--- src/rtl/svie_ram.sv ---
// generic simple dual-port ram, one write and one registered read
// no dependencies
module svie_ram #(
  parameter int WIDTH = 32,
  parameter int DEPTH = 128
) (
  input  logic                     clk,
  input  logic                     we,
  input  logic [$clog2(DEPTH)-1:0] waddr,
  input  logic [WIDTH-1:0]         wdata,
  input  logic [$clog2(DEPTH)-1:0] raddr,
  output logic [WIDTH-1:0]         rdata
);

  logic [WIDTH-1:0] mem [DEPTH];

  always_ff @(posedge clk) begin
    if (we) begin
      mem[waddr] <= wdata;
    end
    rdata <= mem[raddr];
  end

endmodule

--- config.mk ---
export PLATFORM = sky130hd
export DESIGN_NAME = svie_ram
export DESIGN_NICKNAME = d
export VERILOG_FILES = /design/src/rtl/svie_ram.sv
export SDC_FILE = /design/constraint.sdc
export NUM_CORES = 2
export LEC_CHECK = 0
export BUFFER_PORTS_ARGS = -buffer_cell sky130_fd_sc_hd__buf_2
export CAP_MARGIN = 5
export CORE_MARGIN = 2
export CORE_UTILIZATION = 40
export CTS_CLUSTER_DIAMETER = 40
export DETAILED_ROUTE_END_ITERATION = 10
export SLEW_MARGIN = 20
export SYNTH_ARGS = -nofsm -noshare
export SYNTH_HDL_FRONTEND = slang
export SYNTH_SLANG_ARGS = --single-unit
--- constraint.sdc ---
create_clock -name clk -period 5.4 [get_ports clk]
set_clock_uncertainty 0.1 [all_clocks]
set_input_delay 1.08 -clock clk [delete_from_list [all_inputs] [get_ports clk]]
set_output_delay 1.08 -clock clk [all_outputs]
set_load 0.05 [all_outputs]
**Word-level counts from Yosys, hierarchy flattened**

Memories as Yosys holds them, arrays and structs flattened. A register that Yosys moved wholly into a read port is not among the register bits.
Index checks and enable logic that the tools add are counted.

- Muxes and demuxes: 2

Operators by type and width:

| cell | count |
|---|---|
| two-way mux 1 bit | 2 |

- Bits in registers: 0
- Memory bits (writable): 4096
- Input bits: 48
- Output and inout bits: 32
- Word-level logic and storage cells: 3
- Memories: 1

Memories:

| memory | words | bits a word | rd ports | clocked after memory_dff | write ports | line | source |
|---|---|---|---|---|---|---|---|
| mem | 128 | 32 | 1 | 1 | 1 | 15 | `logic [WIDTH-1:0] mem [DEPTH];` |

**Longest topological paths before layout**

- Word-level depth: 2
- Depth in mapped cells: 8
- Gate-level depth less buffers: 4

**Least setup slack after synthesis**

No wires, ideal clock.

- Path kind: in2reg
- Start: input port we
- End: memory mem[98][0] (enable)
- Setup time: 0.461 ns
- Data arrival time: 3.858 ns
- Data required time: 4.839 ns
- Setup slack: 0.981 ns
- Stages: 3
- Path buffers: 1
- Path through: clkbuf_1 > nand4_1 > nor3_1

- Word-level cells in the longest chain between the ends: 2

RTL lines:

| what | line | source |
|---|---|---|
| start: declaration | 8 | `input logic we,` |
| two-way mux 1 bit | 18 | `if (we) begin` |
| two-way mux 1 bit (not written as such) | 19 | `mem[waddr] <= wdata;` |
| end: declaration | 15 |  |

No other way between the ends.

==> flow_summary.rst <==
.. list-table::
   :header-rows: 1

   * - Metric
     - Value
   * - Share of synthesized area spent on multiplexers
     - 0.196
   * - Proportion of layout cells with a drive suffix above 1
     - 0.387
   * - Post-synthesis share of cell area spent on xor and xnor gates
     - 0
   * - Worst Tran Pin Value
     - around 1.1 ns
   * - Number of global-route vias before repair
     - slightly above 70000
   * - Buf/Inv on CP
     - 4
   * - Distinct cell type count of the synthesized netlist
     - 17
   * - Filler Cells Inserted
     - roughly 31000
   * - Post-CTS Setup Bufs
     - 0
   * - Hold-fix buffers, CTS
     - 0
   * - Total Routing Usage GR
     - 0.216
   * - Y dimension of the die
     - between 600 and 700 microns
   * - Number of antenna violations at the first check in global routing
     - 57
   * - CTS buffer count
     - approximately 480
   * - Post-CTS Resized
     - 0
   * - Setup violation total in the final timing report
     - 0
   * - Endpoint of the worst-slack reg-to-reg timing path
     - rdata[24]
   * - Launching element type of the critical path
     - input pin
   * - Register bit total from synthesis
     - 4128
   * - Residual DRC count
     - 0
   * - Buffer levels on the longest clock path
     - 4
   * - Critical path startpoint
     - raddr[2]
   * - Half-perimeter wire length after placement
     - 246000 microns
   * - Simple logic cell fraction of the synthesized area
     - 0.00446
   * - Sequential area share after synthesis
     - 0.791
   * - Cell mode on critical path
     - sky130_fd_sc_hd__mux4_2
   * - Root buffer selected by CTS
     - sky130_fd_sc_hd__clkbuf_16
   * - Slowest Stage Delay on Critical Path
     - between 0.6 and 0.7 ns
   * - Clock sink count
     - 4128
   * - Launching point of the worst reg2reg path
     - mem[6][24]
   * - Timing-limited maximum frequency
     - ~270 MHz
   * - Arrival time at the worst endpoint
     - 4.47 ns
   * - Post-detailed-route count of antenna-violating nets
     - 0
   * - H-Tree Depth
     - 5
   * - Min cycle time layout
     - 3.71 ns
   * - Die X
     - between 600 and 700 microns
   * - Leading cell types by total area after synthesis
     - sky130_fd_sc_hd__edfxtp_1 79%, sky130_fd_sc_hd__mux4_2 19%, sky130_fd_sc_hd__clkbuf_1 0.44%, sky130_fd_sc_hd__dfxtp_1 0.41%, sky130_fd_sc_hd__nor2_1 0.29%
   * - Number of detailed-route iterations in the first pass
     - 6
   * - Total power
     - just over 70 mW
   * - Input/output buffers
     - just under 80
   * - Portion of synthesized cell area occupied by the leading cell type
     - 0.787
   * - Final setup TNS
     - 0 ns
   * - Depth of the worst register-to-register path
     - 4
   * - Crit path required time
     - about 6.2 ns
   * - Post-detailed-route via-to-cell ratio
     - ~6
   * - Final Util
     - 0.470
   * - Final weighted congestion of routability-driven global placement
     - between 0.8 and 0.9
   * - HP Class
     - in2reg
   * - Worst-case hold slack
     - roughly 0.37 ns
   * - Overall die area
     - between 300000 and 400000 sq um
   * - Number of endpoints with negative hold slack in the final report
     - 0
   * - Total leakage power
     - between 50 and 60 nW
   * - Core Area
     - slightly below 400000 sq um
   * - Final non-filler cell total
     - 12221
   * - Most used cells in the layout excluding fill and tap cells
     - 4096 x sky130_fd_sc_hd__edfxtp_1, 1344 x sky130_fd_sc_hd__mux4_2, 485 x sky130_fd_sc_hd__clkbuf_16
   * - Total power per unit cell area
     - 395 nW/um^2
   * - Layout overhead on the synthesized area
     - 16.9%
   * - Number of cells after detailed placement
     - 11298
   * - Wire length of the first global-routing pass
     - a little under 600000 microns
   * - Critical Path Fanout Max
     - 32
   * - Global route total overflow
     - 0
   * - Peak ir drop on the vdd network
     - ~0.4 mV
   * - Number of synthesis warnings
     - 0
   * - TritonCTS clock tree
     - built
   * - Pin count of the biggest net entering global routing
     - 96
   * - Series of cell instances along the critical path
     - buf_8 > buf_12 > buf_4 > buf_4 > mux4_2 > mux4_2 > mux4_2 > mux2_2
   * - Footprint of the multi-input gates
     - approximately 32000 sq um
   * - Main combinational cell family by area after synthesis
     - multiplexers
   * - Final wirelength
     - approximately 430000 microns
   * - Post-Synthesis Net Count
     - 6038
   * - Cells after Synth
     - ~6000
   * - Area fraction in compound gates after synthesis
     - 0
   * - Routed len/inst
     - 35.3 microns
   * - Most common cell after layout, fill and taps aside
     - sky130_fd_sc_hd__edfxtp_1
   * - Area of the mapped netlist
     - ~160000 sq um
   * - Worst reg-to-reg setup slack
     - approximately 2.5 ns
   * - RSZ-0062 raised after global routing
     - false
   * - CP Capture Point
     - rdata[19]
   * - Cell family contributing the most delay on the critical path
     - multiplexers
   * - Register area
     - 124000 sq um
   * - Max-cap violations
     - 0
   * - Critical path class
     - in2reg
   * - Clock latency reported for the late side of the worst-skew pair
     - 0.98 ns
   * - Clock transition at the register clock pins on the worst setup and hold paths after CTS
     - roughly 0.06 ns
   * - Final Cycle Share
     - 0.688
   * - Crit path capture type
     - register
   * - Final slew viol count
     - 0
   * - Crit. path cell count
     - 8
   * - Number of ports placed on the die boundary
     - 80
   * - Syn_area_per_cell
     - ~26 sq um
   * - Vias after detailed routing
     - 72081
   * - Initial DRC Count
     - about 11000
   * - Initial cell density of the core
     - 0.402
   * - Adder and majority cell fraction of the synthesized area
     - 0
   * - Status
     - finished, final reports clean
   * - Worst-case headroom to the max-slew limit
     - 0.241
   * - Floorplan row count
     - around 230
   * - Layout net count
     - 6628
   * - Cell type with the highest aggregate area in the netlist
     - sky130_fd_sc_hd__edfxtp_1
   * - Slowest-stage cell, CP
     - sky130_fd_sc_hd__mux4_2
stage by stage:
step / area [sq um] / setup slack (ns)
after floorplan: 156000 / 0.981
after global placement: 166000 / 0.697
after detailed placement: 166000 / 0.686
after CTS: 183000 / 1.73
after global routing: 183000 / 1.69
final: 183000 / 1.69
registers in the layout (all words and copies together), names as in the netlist:
register / cells
mem: 4096
rdata: 32
cell usage after synthesis:
| library cell | instances |
|---|---|
| sky130_fd_sc_hd__buf_1 | 50 |
| sky130_fd_sc_hd__buf_2 | 79 |
| sky130_fd_sc_hd__buf_4 | 3 |
| sky130_fd_sc_hd__buf_6 | 2 |
| sky130_fd_sc_hd__clkbuf_1 | 182 |
| sky130_fd_sc_hd__dfxtp_1 | 32 |
| sky130_fd_sc_hd__edfxtp_1 | 4096 |
| sky130_fd_sc_hd__mux2_2 | 32 |
| sky130_fd_sc_hd__mux4_2 | 1344 |
| sky130_fd_sc_hd__nand2_1 | 14 |
| sky130_fd_sc_hd__nand2b_1 | 2 |
| sky130_fd_sc_hd__nand3_1 | 12 |
| sky130_fd_sc_hd__nand4_1 | 3 |
| sky130_fd_sc_hd__nor2_1 | 122 |
| sky130_fd_sc_hd__nor2b_1 | 7 |
| sky130_fd_sc_hd__nor3_1 | 9 |
| sky130_fd_sc_hd__or3_1 | 1 |
worst min path at each step:
| stage | end | slack (ns) | cells past startpoint | startpoint |
|---|---|---|---|---|
| after floorplan | rdata[0] | 0.97 | 4 | mem[36][0] |
| after global placement | rdata[15] | 1.02 | 4 | mem[104][15] |
| after detailed placement | rdata[14] | 1.03 | 4 | mem[108][14] |
| after CTS | mem[51][31] | 0.30 | 1 | wdata[31] |
| after global routing | mem[50][31] | 0.35 | 1 | wdata[31] |
| final | mem[51][31] | 0.37 | 1 | wdata[31] |
cells by family after synthesis:
| logic type | Yosys count |
|---|---|
| buffers and inverters | 316 |
| flip-flops | 4128 |
| multiplexers | 1376 |
| AND/OR/NAND/NOR | 170 |
routing by layer:
| layer | part of all wire | vias up | track usage |
|---|---|---|---|
| met5 | 0.00026 | - | 0 |
| met4 | 0.032 | 16 | 0.0669 |
| met3 | 0.086 | 629 | 0.0345 |
| met2 | 0.50 | 3612 | 0.358 |
| met1 | 0.39 | 40081 | 0.296 |
| li1 | - | 27743 | - |
final cells by class:
type / count / share of cell area
sequential: 4128 / 0.677
tap: 5197 / 0.0356
multi-input combinational: 1546 / 0.177
clock buffer: 536 / 0.0675
timing repair buffer: 428 / 0.0216
antenna: 39 / 0.000534
clock inverter: 347 / 0.0211
power breakdown:
group          leakage (nW)  switching (mW)  internal (mW)
Clock                  7.85            13.2           19.6
Combinational          11.3            2.37           1.35
Sequential             37.1           0.163           35.4
Total                  56.2            15.7           56.3
Note: power is estimated with default switching activity, not from simulation.
