--- src/rtl/svie_pkg.sv ---
// shared types, opcodes and sizes of the stack machine executor
// no dependencies
package svie_pkg;

  localparam int STACK_DEPTH = 128;
  localparam int ARG_DEPTH   = 256;
  localparam int CODE_DEPTH  = 1024;
  localparam int DATA_WIDTH  = 32;

  localparam int SW  = $clog2(STACK_DEPTH);
  localparam int TW  = SW + 1;
  localparam int AW  = $clog2(ARG_DEPTH);
  localparam int ATW = AW + 1;
  localparam int CW  = $clog2(CODE_DEPTH);
  localparam int XW  = 34;

  localparam logic [1:0] CFG_GVC = 2'd0;
  localparam logic [1:0] CFG_ICS = 2'd1;
  localparam logic [1:0] CFG_ICL = 2'd2;

  localparam logic [1:0] ERR_NONE  = 2'd0;
  localparam logic [1:0] ERR_DIV0  = 2'd1;
  localparam logic [1:0] ERR_BOUND = 2'd2;
  localparam logic [1:0] ERR_OPC   = 2'd3;

  typedef enum logic [4:0] {
    OP_LOAD = 5'd0, OP_LOADI = 5'd1, OP_STO = 5'd2, OP_STI = 5'd3,
    OP_ADD = 5'd4, OP_SUB = 5'd5, OP_MULT = 5'd6, OP_DIV = 5'd7,
    OP_BR = 5'd8, OP_BRF = 5'd9, OP_EQ = 5'd10, OP_NOTEQ = 5'd11,
    OP_GT = 5'd12, OP_LES = 5'd13, OP_GE = 5'd14, OP_LE = 5'd15,
    OP_AND = 5'd16, OP_OR = 5'd17, OP_NOT = 5'd18, OP_IN = 5'd19,
    OP_OUT = 5'd20, OP_RETURN = 5'd21, OP_ENTER = 5'd22, OP_CAL = 5'd23,
    OP_LOADA = 5'd24, OP_STOA = 5'd25, OP_PUSH = 5'd26, OP_POP = 5'd27,
    OP_START = 5'd28
  } op_t;

  typedef struct packed {
    logic [4:0]         operation;
    logic signed [31:0] operand;
    logic signed [31:0] in_value;
  } in_t;

  typedef struct packed {
    logic [9:0]         next_address;
    logic               out_valid;
    logic signed [31:0] out_value;
    logic               halted;
    logic [1:0]         error_code;
  } out_t;

endpackage

--- src/rtl/svie_div.sv ---
// iterative signed divider, one quotient bit per cycle
// depends on svie_pkg
module svie_div (
  input  logic                             clk,
  input  logic                             rst_n,
  input  logic                             start,
  input  logic [svie_pkg::DATA_WIDTH-1:0]  num,
  input  logic [svie_pkg::DATA_WIDTH-1:0]  den,
  output logic                             done,
  output logic [svie_pkg::DATA_WIDTH-1:0]  quo
);

  localparam int DW = svie_pkg::DATA_WIDTH;
  localparam int NW = $clog2(DW + 1);

  logic          busy_r, busy_nxt;
  logic [NW-1:0] cnt_r, cnt_nxt;
  logic          neg_r, neg_nxt;
  logic [DW:0]   rem_r, rem_nxt;
  logic [DW-1:0] q_r, q_nxt;
  logic [DW-1:0] den_r, den_nxt;
  logic          done_r, done_nxt;
  logic [DW:0]   rem_sh;

  always_comb begin
    busy_nxt = busy_r;
    cnt_nxt  = cnt_r;
    neg_nxt  = neg_r;
    rem_nxt  = rem_r;
    q_nxt    = q_r;
    den_nxt  = den_r;
    done_nxt = 1'b0;
    rem_sh   = {rem_r[DW-1:0], q_r[DW-1]};
    if (start) begin
      busy_nxt = 1'b1;
      cnt_nxt  = NW'(DW);
      neg_nxt  = num[DW-1] ^ den[DW-1];
      rem_nxt  = '0;
      q_nxt    = num[DW-1] ? (~num + 1'b1) : num;
      den_nxt  = den[DW-1] ? (~den + 1'b1) : den;
    end else if (busy_r) begin
      if (rem_sh >= {1'b0, den_r}) begin
        rem_nxt = rem_sh - {1'b0, den_r};
        q_nxt   = {q_r[DW-2:0], 1'b1};
      end else begin
        rem_nxt = rem_sh;
        q_nxt   = {q_r[DW-2:0], 1'b0};
      end
      cnt_nxt = cnt_r - 1'b1;
      if (cnt_r == NW'(1)) begin
        busy_nxt = 1'b0;
        done_nxt = 1'b1;
      end
    end
  end

  always_ff @(posedge clk) begin
    if (!rst_n) begin
      busy_r <= 1'b0;
      done_r <= 1'b0;
      cnt_r  <= '0;
    end else begin
      busy_r <= busy_nxt;
      done_r <= done_nxt;
      cnt_r  <= cnt_nxt;
    end
    neg_r <= neg_nxt;
    rem_r <= rem_nxt;
    q_r   <= q_nxt;
    den_r <= den_nxt;
  end

  assign done = done_r;
  assign quo  = neg_r ? (~q_r + 1'b1) : q_r;

endmodule

--- config.mk ---
export PLATFORM = sky130hd
export DESIGN_NAME = svie_div
export DESIGN_NICKNAME = d
export VERILOG_FILES = /design/src/rtl/svie_pkg.sv /design/src/rtl/svie_div.sv
export SDC_FILE = /design/constraint.sdc
export NUM_CORES = 1
export LEC_CHECK = 0
export ABC_AREA = 1
export BUFFER_PORTS_ARGS = -buffer_cell sky130_fd_sc_hd__buf_2
export CELL_PAD_IN_SITES_DETAIL_PLACEMENT = 1
export CELL_PAD_IN_SITES_GLOBAL_PLACEMENT = 2
export CORE_UTILIZATION = 30
export DETAILED_ROUTE_END_ITERATION = 10
export PLACE_DENSITY = 0.79
export REMOVE_ABC_BUFFERS = 1
export SLEW_MARGIN = 30
export SYNTH_ARGS = -nofsm -noshare
export SYNTH_HDL_FRONTEND = slang
export SYNTH_SLANG_ARGS = --single-unit
--- constraint.sdc ---
create_clock -name clk -period 3.05 [get_ports clk]
set_clock_uncertainty 0.2 [all_clocks]
set_input_delay 0.61 -clock clk [delete_from_list [all_inputs] [get_ports clk]]
set_output_delay 0.61 -clock clk [all_outputs]
set_load 0.02 [all_outputs]
# == Word-level counts from Yosys, hierarchy flattened ==
# Cells that the tools add are included.
# totals
wordCells,38
romBits,0
reg_bits,105
latch_bits,0
n_memories,0
ramBits,0
inputBits,67
out_inout_bits,33
# op_classes
div,0
mul,0
muxes,13
n_shift,0
reduce_logical,3
eq_ne,1
order_cmp,1
bitwise_logic,6
n_addsub,5
# op_table
operator,count
32-bit 2-to-1 mux,5
32-bit by 1-bit adder with 32-bit output (second input constant),3
32-bit inverter,3
33-bit by 32-bit >= comparator with 1-bit output,1
32-bit subtractor,1
31-bit 2-to-1 mux,1
6-bit 2-to-1 mux,2
6-bit by 1-bit equality test with 1-bit output (second input constant),1
6-bit by 1-bit subtractor with 6-bit output (second input constant),1
1-bit 2-to-1 mux,5
3-bit OR reduction,1
1-bit inverter,2
2-bit nonzero test,1
2-bit OR reduction,1
1-bit bitwise XOR,1

# == Depth between registers and ports, before layout ==
# depth
depth_word,4
ltp_mapped,16

# == Worst setup path after synthesis ==
# OpenSTA, ideal clock, no wires.
# synth_path
kind,input to register
startpoint,input start
endpoint,"register q_r[0], enable pin"
arrival_time_ns,2.123
t_required_ns,2.441
path_buffers,2
slack_ns,0.317
setup_ns,0.409
path_stages,4
cell_sequence,buf_2 -> nor2_1 -> inv_2 -> buf_1
# synth_via
elab_chain_len,1
# synth_lines
item,line_no,source
"start, declared",svie_div.sv:6,"input logic start,"
2-bit nonzero test (no source line),-,
"end signal, assigned",svie_div.sv:69,q_r <= q_nxt;
"end, declared",svie_div.sv:20,"logic [DW-1:0] q_r, q_nxt;"
# No other way between the ends.
# A chain may end at the register's enable or synchronous reset.

# == Worst setup path in the final report ==
# layout_path
startpoint,register q_r[0]
endpoint,output quo[24] (netlist bit)
# layout_via
elab_chain_len,3
# layout_lines
item,line_no,source
32-bit inverter,svie_div.sv:74,assign quo = neg_r ? (~q_r + 1'b1) : q_r;
32-bit by 1-bit adder with 32-bit output,svie_div.sv:74,
32-bit 2-to-1 mux,svie_div.sv:74,
"end, declared",svie_div.sv:10,output logic [svie_pkg::DATA_WIDTH-1:0] quo
# No other way between the ends.

==> summary.md <==
| Metric | Value |
|---|---|
| Syn Area/Cell | 6.46 um^2 |
| Hold Slack | 0.265 ns |
| Number of synthesized flops with an enable pin | 65 |
| # DRC | 0 |
| Final setup fails | 6 |
| Die Ht | 176 um |
| Worst-margin pin slew | 0.526 ns |
| Top delay family on crit path | simple AND/OR/NAND/NOR gates |
| GRT Util Overall | 0.192 |
| Total congestion overflow | 0 |
| Buffers on Ports | 99 |
| Die width | 176 um |
| CTS tree | yes |
| Layout cells sized above 1 | 0.138 |
| Fmax | 316 MHz |
| Largest net degree at the start of global routing | 43 |
| Hold path depth | 1 |
| Total CTS buffers | 9 |
| Buffers from clock root to sink, at most | 2 |
| R2R depth | 15 |
| Yosys synthesis warning count | 0 |
| WP buf/inv | 4 |
| Avg WL per Cell | 15.3 um |
| Gr busiest metal | met2 |
| RSZ-0062 raised after global routing | true |
| Worst reg2reg setup slack | 0.41 ns |
| Fin. max-slew vios | 0 |
| Final Hold Viols | 0 |
| Hold EP | den_r[0] |
| Initial Util | 0.306 |
| H-tree levels | 3 |
| Status | complete, but fails checks |
| Number of global-route vias before repair | 9,133 |
| Met2 Use GR | 0.348 |
| Post-synthesis sequential area ratio | 0.302 |
| Worst path max stage delay | 0.43 ns |
| Layout Cells excl Fill | 1,913 |
| Number of antenna violations at the first check in global routing | 4 |
| Clock sink count | 105 |
| Post-Route Utilization | 0.363 |
| Synth top area share | 0.214 |
| Placeable core region | 29,700 um^2 |
| Class of the worst hold path | in2reg |
| Post-synth cell types | 42 |
| Asr flop ratio synth | 0 |
| Main synth FF type | edfxtp_1 |
| Most used cell, CP | inv_2 |
| Setup CP Type | reg2out |
| Row count | 63 |
| Arrival time at the worst endpoint | 2.35 ns |
| Final ANT Viol Nets | 0 |
| R2R Path Start | den_r[4] |
| I/O Pins | 100 |
| Post-Synthesis Cells | 1,408 |
| Top post-synthesis cells by area | edfxtp_1 21%, nand2_1 18%, inv_1 10% |
| LEAKAGE | 5.41 nW |
| First drt pass iteration count | 5 |
| Synthesis-stage register bit count | 105 |
| Worst-path clk slew | 0.07 ns |
| Final period util | 1.04 |
| CP Cell Sequence | inv_2, ha_4, inv_2, nor3_4, nand2_2, inv_2, nand4_1, nor2_2, nand2_2, o21ai_2, xor2_1, buf_4 |
| Via count | 8,988 |
| Post-synth top area cell | edfxtp_1 |
| Placed cell area | 10,100 um^2 |
| Place WS | -0.0125 ns |
| Via density | 4.70 |
| Data required, critical path | 2.24 ns |
| Mapped Area | 9100 um^2 |
| Max_cap viols | 0 |
| Routed wire length | 29,200 um |
| Synth-to-Final Area Change | 18.6% |
| Crit. Startpoint | q_r[0] |
| Cell count after placement | 1,882 |
| M3 GR Usage | 0.0258 |
| Worst Setup Start Kind | flop |
| Most common cell in the netlist | nand2_1 |
| 1st-iter DRT viols | 329 |
| Clock Root Buffer | clkbuf_16 |
| GPL Wtd Cong | 0.858 |
| Worst setup margin | -0.111 ns |
| First-pass GRT wire length | 46,800 um |
| Clock latency on the worst-skew pair | 0.36 ns |
| Post-DP HPWL | 24,100 um |
| Rel. slew slack | 0.649 |
| Final-layout fill cell count | 3,850 |
| PwrDens | 376 nW/um^2 |
| Failing checks | setup timing |
| Critical Path Fanout Max | 3 |
| Final instance area | 10,800 um^2 |
| Fin crit period | 3.16 ns |
| Hold_sp | den[0] |
| Commonest cells post-synth | 436 x nand2_1, 244 x inv_1, 124 x nor2_1, 114 x nand3_1, 65 x edfxtp_1 |
| Worst VDD drop | 0.200 mV |
| Die ar. | 31,000 um^2 |
| Met1 GRT Util | 0.237 |
| Nets | 1,621 |
| Reg2reg end | rem_r[6] |
| CTS Hold Bufs | 0 |
| Worst setup EP type | output pin |
| Slowest CP cell | edfxtp_1 |
-- through the flow --
step | total power, mW | setup TNS (ns)
finish | 4.06 | -0.356
global route | 4.27 | -1.70
CTS | 4.05 | -1.56
detailed placement | 2.84 | -0.0125
global placement | 2.83 | 0
floorplan | 2.41 | 0
-- routing by layer --
layer / part of all wire / vias up / routed length (um)
met5: 0.00096 / - / 28
met4: 0.013 / 4 / 376
met3: 0.029 / 22 / 837
met2: 0.50 / 98 / 14600
met1: 0.46 / 4224 / 13300
li1: - / 4640 / -
-- worst reg2reg max path: cells and delay by family (launching register included) --
family / cells / cell delay, ns
buffers and inverters: 3 / 0.48
adders and majority gates: 1 / 0.28
DFF: 1 / 0.40
AOI/OAI and AO/OA: 1 / 0.07
and+or+nand+nor: 10 / 1.10
-- worst max path at each step --
stage / endpoint / slack (ns) / depth (start not counted)
after floorplan: quo[24] / 0.26 / 11
after global placement: quo[24] / 0.08 / 12
after detailed placement: quo[24] / -0.01 / 12
after CTS: quo[24] / -0.18 / 12
after global routing: quo[24] / -0.23 / 12
final: quo[24] / -0.11 / 12
-- where the power goes --
part	switching (mW)	internal [mW]
Sequential	0.0871	1.64
Combinational	0.765	0.427
Clock	0.540	0.598
Total	1.39	2.66
-- sequential cells by signal, summed over array words and instances, names as in the netlist --
signal  count
den_r      32
q_r        32
rem_r      32
cnt_r       6
busy_r      1
done        1
neg_r       1
-- what timing repair did --
action | CTS | global route
setup endpoints to repair | 16 | 25
buffers inserted | 11 | 5
resized for setup | 40 | 45
pin swaps | 7 | 20
-- logic make-up after synthesis --
family,count (synthesis),share of synthesized area
XOR/XNOR,88,0.0847
AO/OA/AOI/OAI,125,0.0740
buffers and inverters,284,0.122
AND/OR/NAND/NOR,768,0.364
flip-flops,105,0.302
adder cells (fa/ha/maj),38,0.0531
-- layout by cell type, fill, tap and decap left out, drive strengths merged, types with 4 or more instances in the layout --
cell    count
nor2      129
a31oi       6
a21oi      32
clkinv      4
clkbuf     13
o21ai      77
edfxtp     65
xnor2      30
xor2       58
buf       129
nand3     117
inv       250
ha         37
nor3       26
nor4        4
dfxtp      40
nand3b     27
nand2     441
nand4      18
-- final cells by class --
cell class / instances / area (um^2) / share of cell area
Multi-Input combinational cell: 1019 / 5490 / 0.508
Inverter: 252 / 946 / 0.0876
Sequential cell: 105 / 2750 / 0.255
Tap cell: 390 / 488 / 0.0452
Timing Repair Buffer: 129 / 838 / 0.0777
Antenna cell: 2 / 5.00 / 0.000464
Clock buffer: 13 / 260 / 0.0241
Clock inverter: 3 / 17.5 / 0.00162
(Power assumes the default switching activity.)
